**config.mk**
```make
export PLATFORM = sky130hd
export DESIGN_NAME = nmea_sentence_field_extractor_top
export DESIGN_NICKNAME = d
export VERILOG_FILES = /design/src/hw/rtl/nsfe_pkg.sv /design/src/hw/rtl/nsfe_parser.sv /design/src/hw/rtl/nmea_sentence_field_extractor_top.sv
export SDC_FILE = /design/constraint.sdc
export NUM_CORES = 1
export LEC_CHECK = 0
export BUFFER_PORTS_ARGS = -buffer_cell sky130_fd_sc_hd__buf_2
export CAP_MARGIN = 10
export CORE_MARGIN = 1
export CORE_UTILIZATION = 30
export CTS_CLUSTER_DIAMETER = 120
export DETAILED_ROUTE_END_ITERATION = 10
export GPL_ROUTABILITY_DRIVEN = 0
export PLACE_DENSITY = 0.55
export SYNTH_ARGS = -nofsm -noshare
export SYNTH_HDL_FRONTEND = slang
export SYNTH_SLANG_ARGS = --single-unit
export TNS_END_PERCENT = 100
```
**constraint.sdc**
```tcl
create_clock -name clk -period 3.6 [get_ports clk]
set_input_delay 0.72 -clock clk [delete_from_list [all_inputs] [get_ports clk]]
set_output_delay 0.72 -clock clk [all_outputs]
set_load 0.05 [all_outputs]
```
**src/hw/rtl/nsfe_pkg.sv**
```systemverilog
// ----------------------------------------------------------------------------
// nsfe_pkg
// Types, character codes and the field table of the NMEA field extractor.
// ----------------------------------------------------------------------------
package nsfe_pkg;

  typedef struct packed {
    logic       action;
    logic [7:0] rx_byte;
    logic [2:0] clear_mask;
  } in_item_t;

  typedef struct packed {
    logic       store_valid;
    logic [3:0] field_id;
    logic [3:0] char_index;
    logic [7:0] char_value;
    logic [2:0] ready_flags;
    logic [2:0] altitude_length;
  } out_item_t;

  typedef enum logic [1:0] {
    MODE_IDLE = 2'd0,
    MODE_NAME = 2'd1,
    MODE_DATA = 2'd2
  } mode_t;

  typedef enum logic [1:0] {
    KIND_NONE = 2'd0,
    KIND_GGA  = 2'd1,
    KIND_GSV  = 2'd2,
    KIND_RMC  = 2'd3
  } kind_t;

  localparam logic ACT_BYTE  = 1'b0;
  localparam logic ACT_CLEAR = 1'b1;

  localparam logic [7:0] CH_DOLLAR = 8'h24;
  localparam logic [7:0] CH_COMMA  = 8'h2C;
  localparam logic [7:0] CH_STAR   = 8'h2A;

  localparam logic [39:0] NAME_GGA = "GPGGA";
  localparam logic [39:0] NAME_GSV = "GPGSV";
  localparam logic [39:0] NAME_RMC = "GPRMC";

  localparam int unsigned NAME_LEN = 5;
  localparam logic [7:0]  NAME_LAST = 8'd4;

  localparam logic [2:0] RDY_GGA = 3'b001;
  localparam logic [2:0] RDY_GSV = 3'b010;
  localparam logic [2:0] RDY_RMC = 3'b100;

  localparam logic [3:0] FLD_LAT       = 4'd0;
  localparam logic [3:0] FLD_LAT_HEMI  = 4'd1;
  localparam logic [3:0] FLD_LON       = 4'd2;
  localparam logic [3:0] FLD_LON_HEMI  = 4'd3;
  localparam logic [3:0] FLD_SATS_USED = 4'd4;
  localparam logic [3:0] FLD_ALTITUDE  = 4'd5;
  localparam logic [3:0] FLD_SATS_VIEW = 4'd6;
  localparam logic [3:0] FLD_TIME      = 4'd7;
  localparam logic [3:0] FLD_FIX       = 4'd8;
  localparam logic [3:0] FLD_SPEED     = 4'd9;
  localparam logic [3:0] FLD_COURSE    = 4'd10;
  localparam logic [3:0] FLD_DATE      = 4'd11;

  typedef struct packed {
    logic       hit;
    logic [3:0] len;
    logic [3:0] id;
  } field_rule_t;

  function automatic field_rule_t field_lookup(kind_t kind, logic [7:0] comma);
    field_rule_t r;
    r = '0;
    unique case (kind)
      KIND_GGA: begin
        unique case (comma)
          8'd2:    r = '{1'b1, 4'd9,  FLD_LAT};
          8'd3:    r = '{1'b1, 4'd1,  FLD_LAT_HEMI};
          8'd4:    r = '{1'b1, 4'd10, FLD_LON};
          8'd5:    r = '{1'b1, 4'd1,  FLD_LON_HEMI};
          8'd7:    r = '{1'b1, 4'd2,  FLD_SATS_USED};
          8'd9:    r = '{1'b1, 4'd6,  FLD_ALTITUDE};
          default: r = '0;
        endcase
      end
      KIND_GSV: begin
        unique case (comma)
          8'd3:    r = '{1'b1, 4'd2, FLD_SATS_VIEW};
          default: r = '0;
        endcase
      end
      KIND_RMC: begin
        unique case (comma)
          8'd1:    r = '{1'b1, 4'd6, FLD_TIME};
          8'd2:    r = '{1'b1, 4'd1, FLD_FIX};
          8'd7:    r = '{1'b1, 4'd5, FLD_SPEED};
          8'd8:    r = '{1'b1, 4'd5, FLD_COURSE};
          8'd9:    r = '{1'b1, 4'd6, FLD_DATE};
          default: r = '0;
        endcase
      end
      default: r = '0;
    endcase
    return r;
  endfunction

endpackage

```
**src/hw/rtl/nsfe_parser.sv**
```systemverilog
// ----------------------------------------------------------------------------
// nsfe_parser
// Sentence state and per-byte decode; result is combinational for the item
// accepted this cycle, state advances on accept.
// ----------------------------------------------------------------------------
module nsfe_parser (
  input  logic                clk,
  input  logic                rst_n,
  input  logic                step,
  input  nsfe_pkg::in_item_t  item,
  output nsfe_pkg::out_item_t result
);
  import nsfe_pkg::*;

  mode_t           mode_r, mode_nxt;
  kind_t           kind_r, kind_nxt;
  logic [7:0]      comma_r, comma_nxt;
  logic [7:0]      cc_r, cc_nxt;
  logic [4:0][7:0] name_r, name_nxt;
  logic [2:0]      alt_r, alt_nxt;
  logic [2:0]      ready_r, ready_nxt;

  field_rule_t     rule;
  logic [39:0]     name_word;

  always_ff @(posedge clk) begin
    if (!rst_n) begin
      mode_r  <= MODE_IDLE;
      kind_r  <= KIND_NONE;
      comma_r <= '0;
      cc_r    <= '0;
      name_r  <= '0;
      alt_r   <= '0;
      ready_r <= '0;
    end else if (step) begin
      mode_r  <= mode_nxt;
      kind_r  <= kind_nxt;
      comma_r <= comma_nxt;
      cc_r    <= cc_nxt;
      name_r  <= name_nxt;
      alt_r   <= alt_nxt;
      ready_r <= ready_nxt;
    end
  end

  assign rule = field_lookup(kind_r, comma_r);

  always_comb begin
    mode_nxt  = mode_r;
    kind_nxt  = kind_r;
    comma_nxt = comma_r;
    cc_nxt    = cc_r;
    name_nxt  = name_r;
    alt_nxt   = alt_r;
    ready_nxt = ready_r;
    name_word = '0;
    result    = '0;

    if (item.action == ACT_CLEAR) begin
      ready_nxt = ready_r & ~item.clear_mask;
    end else if (item.rx_byte == CH_DOLLAR) begin
      kind_nxt = KIND_NONE;
      mode_nxt = MODE_NAME;
      cc_nxt   = '0;
    end else if (item.rx_byte == CH_COMMA) begin
      comma_nxt = comma_r + 8'd1;
      cc_nxt    = '0;
    end else if (item.rx_byte == CH_STAR) begin
      unique case (kind_r)
        KIND_GGA: ready_nxt = ready_r | RDY_GGA;
        KIND_GSV: ready_nxt = ready_r | RDY_GSV;
        KIND_RMC: ready_nxt = ready_r | RDY_RMC;
        default:  ready_nxt = ready_r;
      endcase
      mode_nxt = MODE_IDLE;
    end else begin
      cc_nxt = cc_r + 8'd1;
      unique case (mode_r)
        MODE_NAME: begin
          if (cc_r < 8'(NAME_LEN)) begin
            name_nxt[cc_r[2:0]] = item.rx_byte;
          end
          name_word = {name_nxt[0], name_nxt[1], name_nxt[2], name_nxt[3], name_nxt[4]};
          if (cc_r >= NAME_LAST) begin
            if (name_word == NAME_GGA) begin
              kind_nxt  = KIND_GGA;
              alt_nxt   = '0;
            end else if (name_word == NAME_GSV) begin
              kind_nxt  = KIND_GSV;
            end else if (name_word == NAME_RMC) begin
              kind_nxt  = KIND_RMC;
            end
            if (name_word == NAME_GGA || name_word == NAME_GSV ||
                name_word == NAME_RMC) begin
              mode_nxt  = MODE_DATA;
              comma_nxt = '0;
              cc_nxt    = 8'd1;
            end
          end
        end
        MODE_DATA: begin
          if (rule.hit && cc_r < {4'd0, rule.len}) begin
            result.store_valid = 1'b1;
            result.field_id    = rule.id;
            result.char_index  = cc_r[3:0];
            result.char_value  = item.rx_byte;
            if (rule.id == FLD_ALTITUDE) begin
              alt_nxt = alt_r + 3'd1;
            end
          end
        end
        default: ;
      endcase
    end

    result.ready_flags     = ready_nxt;
    result.altitude_length = alt_nxt;
  end

endmodule

```
**src/hw/rtl/nmea_sentence_field_extractor_top.sv**
```systemverilog
// Each result item is registered (output register or skid) before it appears on out_*.
// Throughput: one item per cycle; a two-entry output stage (register plus skid)
//   keeps in_ready high while one result waits, so input stalls only when both are full.
// Reset: synchronous active-low rst_n clears the parser state (idle, no sentence,
//   counters, name buffer, ready flags) and empties the output stage.
// ----------------------------------------------------------------------------
// nmea_sentence_field_extractor_top
// NMEA byte stream parser emitting one tagged field store result per item.
// ----------------------------------------------------------------------------
module nmea_sentence_field_extractor_top (
  input  logic                clk,
  input  logic                rst_n,
  input  logic                in_valid,
  output logic                in_ready,
  input  nsfe_pkg::in_item_t  in_item,
  output logic                out_valid,
  input  logic                out_ready,
  output nsfe_pkg::out_item_t out_item
);
  import nsfe_pkg::*;

  logic      in_acc, out_acc;
  out_item_t result;

  logic      out_valid_r, out_valid_nxt;
  out_item_t out_item_r, out_item_nxt;
  logic      skid_valid_r, skid_valid_nxt;
  out_item_t skid_item_r, skid_item_nxt;

  assign in_ready = !skid_valid_r;
  assign in_acc   = in_valid && in_ready;
  assign out_acc  = out_valid_r && out_ready;

  nsfe_parser u_parser (
    .clk    (clk),
    .rst_n  (rst_n),
    .step   (in_acc),
    .item   (in_item),
    .result (result)
  );

  always_comb begin
    out_valid_nxt  = out_valid_r;
    out_item_nxt   = out_item_r;
    skid_valid_nxt = skid_valid_r;
    skid_item_nxt  = skid_item_r;
    if (out_acc) begin
      if (skid_valid_r) begin
        out_item_nxt   = skid_item_r;
        skid_valid_nxt = 1'b0;
      end else begin
        out_valid_nxt = in_acc;
        out_item_nxt  = result;
      end
    end else if (!out_valid_r) begin
      out_valid_nxt = in_acc;
      out_item_nxt  = result;
    end else if (in_acc) begin
      skid_valid_nxt = 1'b1;
      skid_item_nxt  = result;
    end
  end

  always_ff @(posedge clk) begin
    if (!rst_n) begin
      out_valid_r  <= 1'b0;
      skid_valid_r <= 1'b0;
    end else begin
      out_valid_r  <= out_valid_nxt;
      skid_valid_r <= skid_valid_nxt;
    end
  end

  always_ff @(posedge clk) begin
    out_item_r  <= out_item_nxt;
    skid_item_r <= skid_item_nxt;
  end

  assign out_valid = out_valid_r;
  assign out_item  = out_item_r;

`ifndef SYNTHESIS
  a_skid_behind_out: assert property (@(posedge clk) disable iff (!rst_n)
    skid_valid_r |-> out_valid_r)
    else $error("skid holds an item while output register is empty");

  a_store_in_range: assert property (@(posedge clk) disable iff (!rst_n)
    (out_valid && out_item.store_valid) |->
      (out_item.field_id <= FLD_DATE && out_item.char_index <= 4'd9))
    else $error("store result outside field table");

  a_nostore_zero: assert property (@(posedge clk) disable iff (!rst_n)
    (out_valid && !out_item.store_valid) |->
      (out_item.field_id == '0 && out_item.char_index == '0 && out_item.char_value == '0))
    else $error("no-store result carries nonzero fields");

  a_accept_fills: assert property (@(posedge clk) disable iff (!rst_n)
    in_acc |=> out_valid_r)
    else $error("accepted item produced no result");
`endif

endmodule
```
==> summary.txt <==
Status
  – Status: complete, no violations

Die
  – Site Rows: between 50 and 60
  – Die Y-Extent: 143.7 um
  – Die width: 143.7 um
  – Die ar.: roughly 0.021 mm2
  – Initial Util: 30.74%
  – Boundary pin count: 41
  – Core area: 0.01959 mm2

Worst setup path
  – Kind of critical path: flop to flop
  – Worst Setup EP: out_item[18]
  – WP data arrival: 3.73 ns
  – Worst-path fanout max: 4
  – Critical path origin: u_parser.comma_r[7]
  – WP data required: ~3.9 ns
  – CP Capture Type: flop
  – Reg2Reg Launch Point: u_parser.comma_r[7]
  – Worst r2r dst: out_item[18]
  – Crit-path cells: or4_4 -> nor2_2 -> and4_1 -> a21oi_1 -> or3_1 -> ha_1 -> a2111oi_4 -> o21ai_2 -> buf_4 -> nor2_1 -> and2_1 -> a21boi_2 -> mux2_2
  – Largest stage delay, worst path: 0.54 ns
  – Worst path slowest cell: or4_4
  – Flop2flop setup slack: 0.15 ns
  – Worst R2R Path Depth: 13
  – Critical path launch point type: flop

Power and ir drop
  – Max VDD drop: 0.2176 mV
  – Pwr/cell area: between 400 and 500 mW/mm2
  – Leakage power: 0.003153 uW

STA
  – Period utilisation layout: 95.78%
  – Slew Viols, Final: 0
  – Fmax: 290.0 MHz
  – Worst-Margin Slew: 0.8252 ns
  – Worst relative slew slack: between 40% and 50%
  – Final min period: 3.448 ns
  – Clock Skew: about 0.013 ns
  – Final setup fails: 0
  – Fin. Hold Viols: 0

Synth
  – Mean Syn Cell Area: about 9.6 um2
  – Mux share of post-synthesis cell area: a little under an eighth
  – Post-synthesis compound-gate area fraction: 13.13%
  – Yosys reg bits: 114
  – Post-synth top flop: dfxtp_1
  – Largest family of logic cells by synthesized area: simple AND/OR/NAND/NOR gates
  – Simple-Gate Fraction of Synth Area: 23.73%
  – Library cells used by synthesis: 70
  – EDFF count, synth: 46
  – Syn Nets: ~650
  – Adder-cell share of the synthesized area: under 10%
  – Syn Std Cell Area: 0.006022 mm2
  – Yosys warning total: 0
  – Ys async rst share: 0%
  – Number of cells produced by synthesis: around 630
  – Post-synthesis sequential area ratio: between 40% and 50%
  – Post-Synth XOR/XNOR Area: 0%

Clocking
  – CTS Hold Bufs: 0
  – Clock sink count: 114
  – Longest Clk Path Bufs: 2
  – CTS clk-pin slew, worst paths: 0.05 ns
  – Setup bufs post-CTS: 0
  – Worst skew pair latency: 0.42 ns
  – H-Tree Level Count: 4
  – TritonCTS clock tree: done
  – CTS Buf Count: 17
  – Clk root buf: clkbuf_16

Layout
  – Most frequent cells in the layout: nor2_1, dfxtp_1, buf_4
  – Area grow syn2layout: 23.33%
  – Final nets: 729
  – Finished Cell Area: roughly 0.0074 mm2
  – Layout cell share with drive strength beyond 1: 24.23%
  – FILL cells: 1946
  – Number of cells in the finished layout apart from fillers: 979
  – Multi-input gate area: around 0.0031 mm2
  – Commonest non-fill, non-tap cell in the layout: nor2_1
  – Register area: between 0.002 and 0.003 mm2
  – Number of antenna diodes: 0

Detailed routing
  – Post-Route WL: 15730 um
  – Drt drc: 0
  – Drt pass-1 iters: 6
  – Final ANT Viol Nets: 0
  – Vias post-DR: ~5200
  – DRT iter0 DRCs: approximately 400
  – DR vias/cell: 5.266
  – WL/cell: 16.06 um

Place
  – Placed cells: roughly 950
  – Post-DP HPWL: around 11000 um
  – Placed cell area: 0.006814 mm2
  – IO buf count: 40

GRT
  – Gr usage total: around 16%
  – First-pass GRT wire length: 25120 um
  – Initial antenna violation count: 1
  – Vias in the first global route: 4968
  – Largest net degree at the start of global routing: 40
  – Global route overflow: 0

Hold path
  – Hold Crit Class: flop to flop

Flow run
  – MaxCap Viol Count: 0
## worst min-delay path by stage
stage,startpoint,to,slack [ns],cells past startpoint
floorplan,u_parser.comma_r[7],u_parser.comma_r[7],0.45,2
global placement,u_parser.name_r[6],u_parser.name_r[6],0.47,2
detailed placement,u_parser.name_r[12],u_parser.name_r[12],0.49,2
CTS,u_parser.name_r[38],u_parser.name_r[38],0.50,2
global route,u_parser.name_r[22],u_parser.name_r[22],0.53,2
finish,u_parser.ready_r[0],u_parser.ready_r[0],0.50,2
## cell type report
type | instances | share of cell area, %
Clock buffer | 17 | 5.728
Clock inverter | 15 | 1.584
Inverter | 18 | 0.9097
Multi-Input combinational cell | 456 | 42.22
Sequential cell | 114 | 36.94
Tap cell | 265 | 4.464
Timing Repair Buffer | 94 | 8.154
## sequential cells by signal, indices dropped and copies added (netlist names), 2 cells and up
signal and count:
u_parser.kind_r 2, skid_item_r 23, out_item 23, u_parser.ready_r 3, u_parser.cc_r 8, u_parser.alt_r 3
u_parser.mode_r 2, u_parser.name_r 40, u_parser.comma_r 8
## per-stage QoR
stage               power (uW)  setup slack, ns  TNS [ns]  hold slack, ns  util [%]
floorplan                 1583          0.08235         0          0.4508         -
global placement          1667          0.01474         0          0.4680     34.78
detailed placement        1671         -0.07362  -0.07362          0.4895     34.78
CTS                       3212          0.01948         0          0.4998     37.59
global route              3305         -0.01680  -0.03784          0.5287     37.91
finish                    3189           0.1518         0          0.4981     37.91
## synthesized netlist by cell type, drive strengths merged, types with 3 or more instances
cell type	instances	share of area [%]
a211oi	8	1.1
nand4	8	0.83
o31ai	9	1.1
a31oi	11	1.1
nor4	12	1.5
nor2	71	4.4
a2111oi	4	0.71
a21boi	4	0.50
and3	22	2.3
ha	12	2.5
nand3	21	1.7
nor4b	6	0.98
and4	3	0.44
or3	3	0.31
and2	3	0.31
or4b	3	0.50
or2	4	0.42
mux2i	48	8.0
o21ai	19	1.6
dfxtp	68	23
nor2b	10	1.0
edfxtp	46	23
mux2	19	3.6
clkbuf	33	2.1
o211ai	8	1.1
a21oi	19	1.6
buf	5	0.39
a32oi	10	1.5
nand2	53	3.3
nand2b	13	1.4
or4	4	0.56
nor3	11	1.2
inv	18	1.1
nor3b	8	1.0
## report_power, final
group | switching (uW) | total (uW) | internal, uW
registers | 20.0 | 1390 | 1370
logic | 186 | 259 | 72.9
clock network | 602 | 1540 | 937
## cells by family after synthesis
group,count (synthesis)
simple gates,265
buf+inv,56
fa+ha+maj,12
flops,114
compound gates,112
mux,67
## what timing repair did
action / CTS / global route
resized for setup: 2 / 13
endpoints found under the setup margin: 1 / 27
pin swaps: 0 / 1
gates cloned: 0 / 0
## per-layer routing
metal	vias up	global-route usage, %	part of all wire (%)
li1	2483	-	-
met1	2493	19.73	46
met2	146	26.03	46
met3	31	4.265	5.8
met4	2	6.383	1.9
met5	-	0	0.083
## critical path: cells and delay by family, from the launching register on
family	cells	cell delay, ns
muxes	1	0.17
DFF	1	0.31
AOI/OAI and AO/OA	4	0.74
and+or+nand+nor	6	1.59
buffers and inverters	1	0.17
adders and majority gates	1	0.33
No activity file was read; power rests on OpenSTA's default activity.
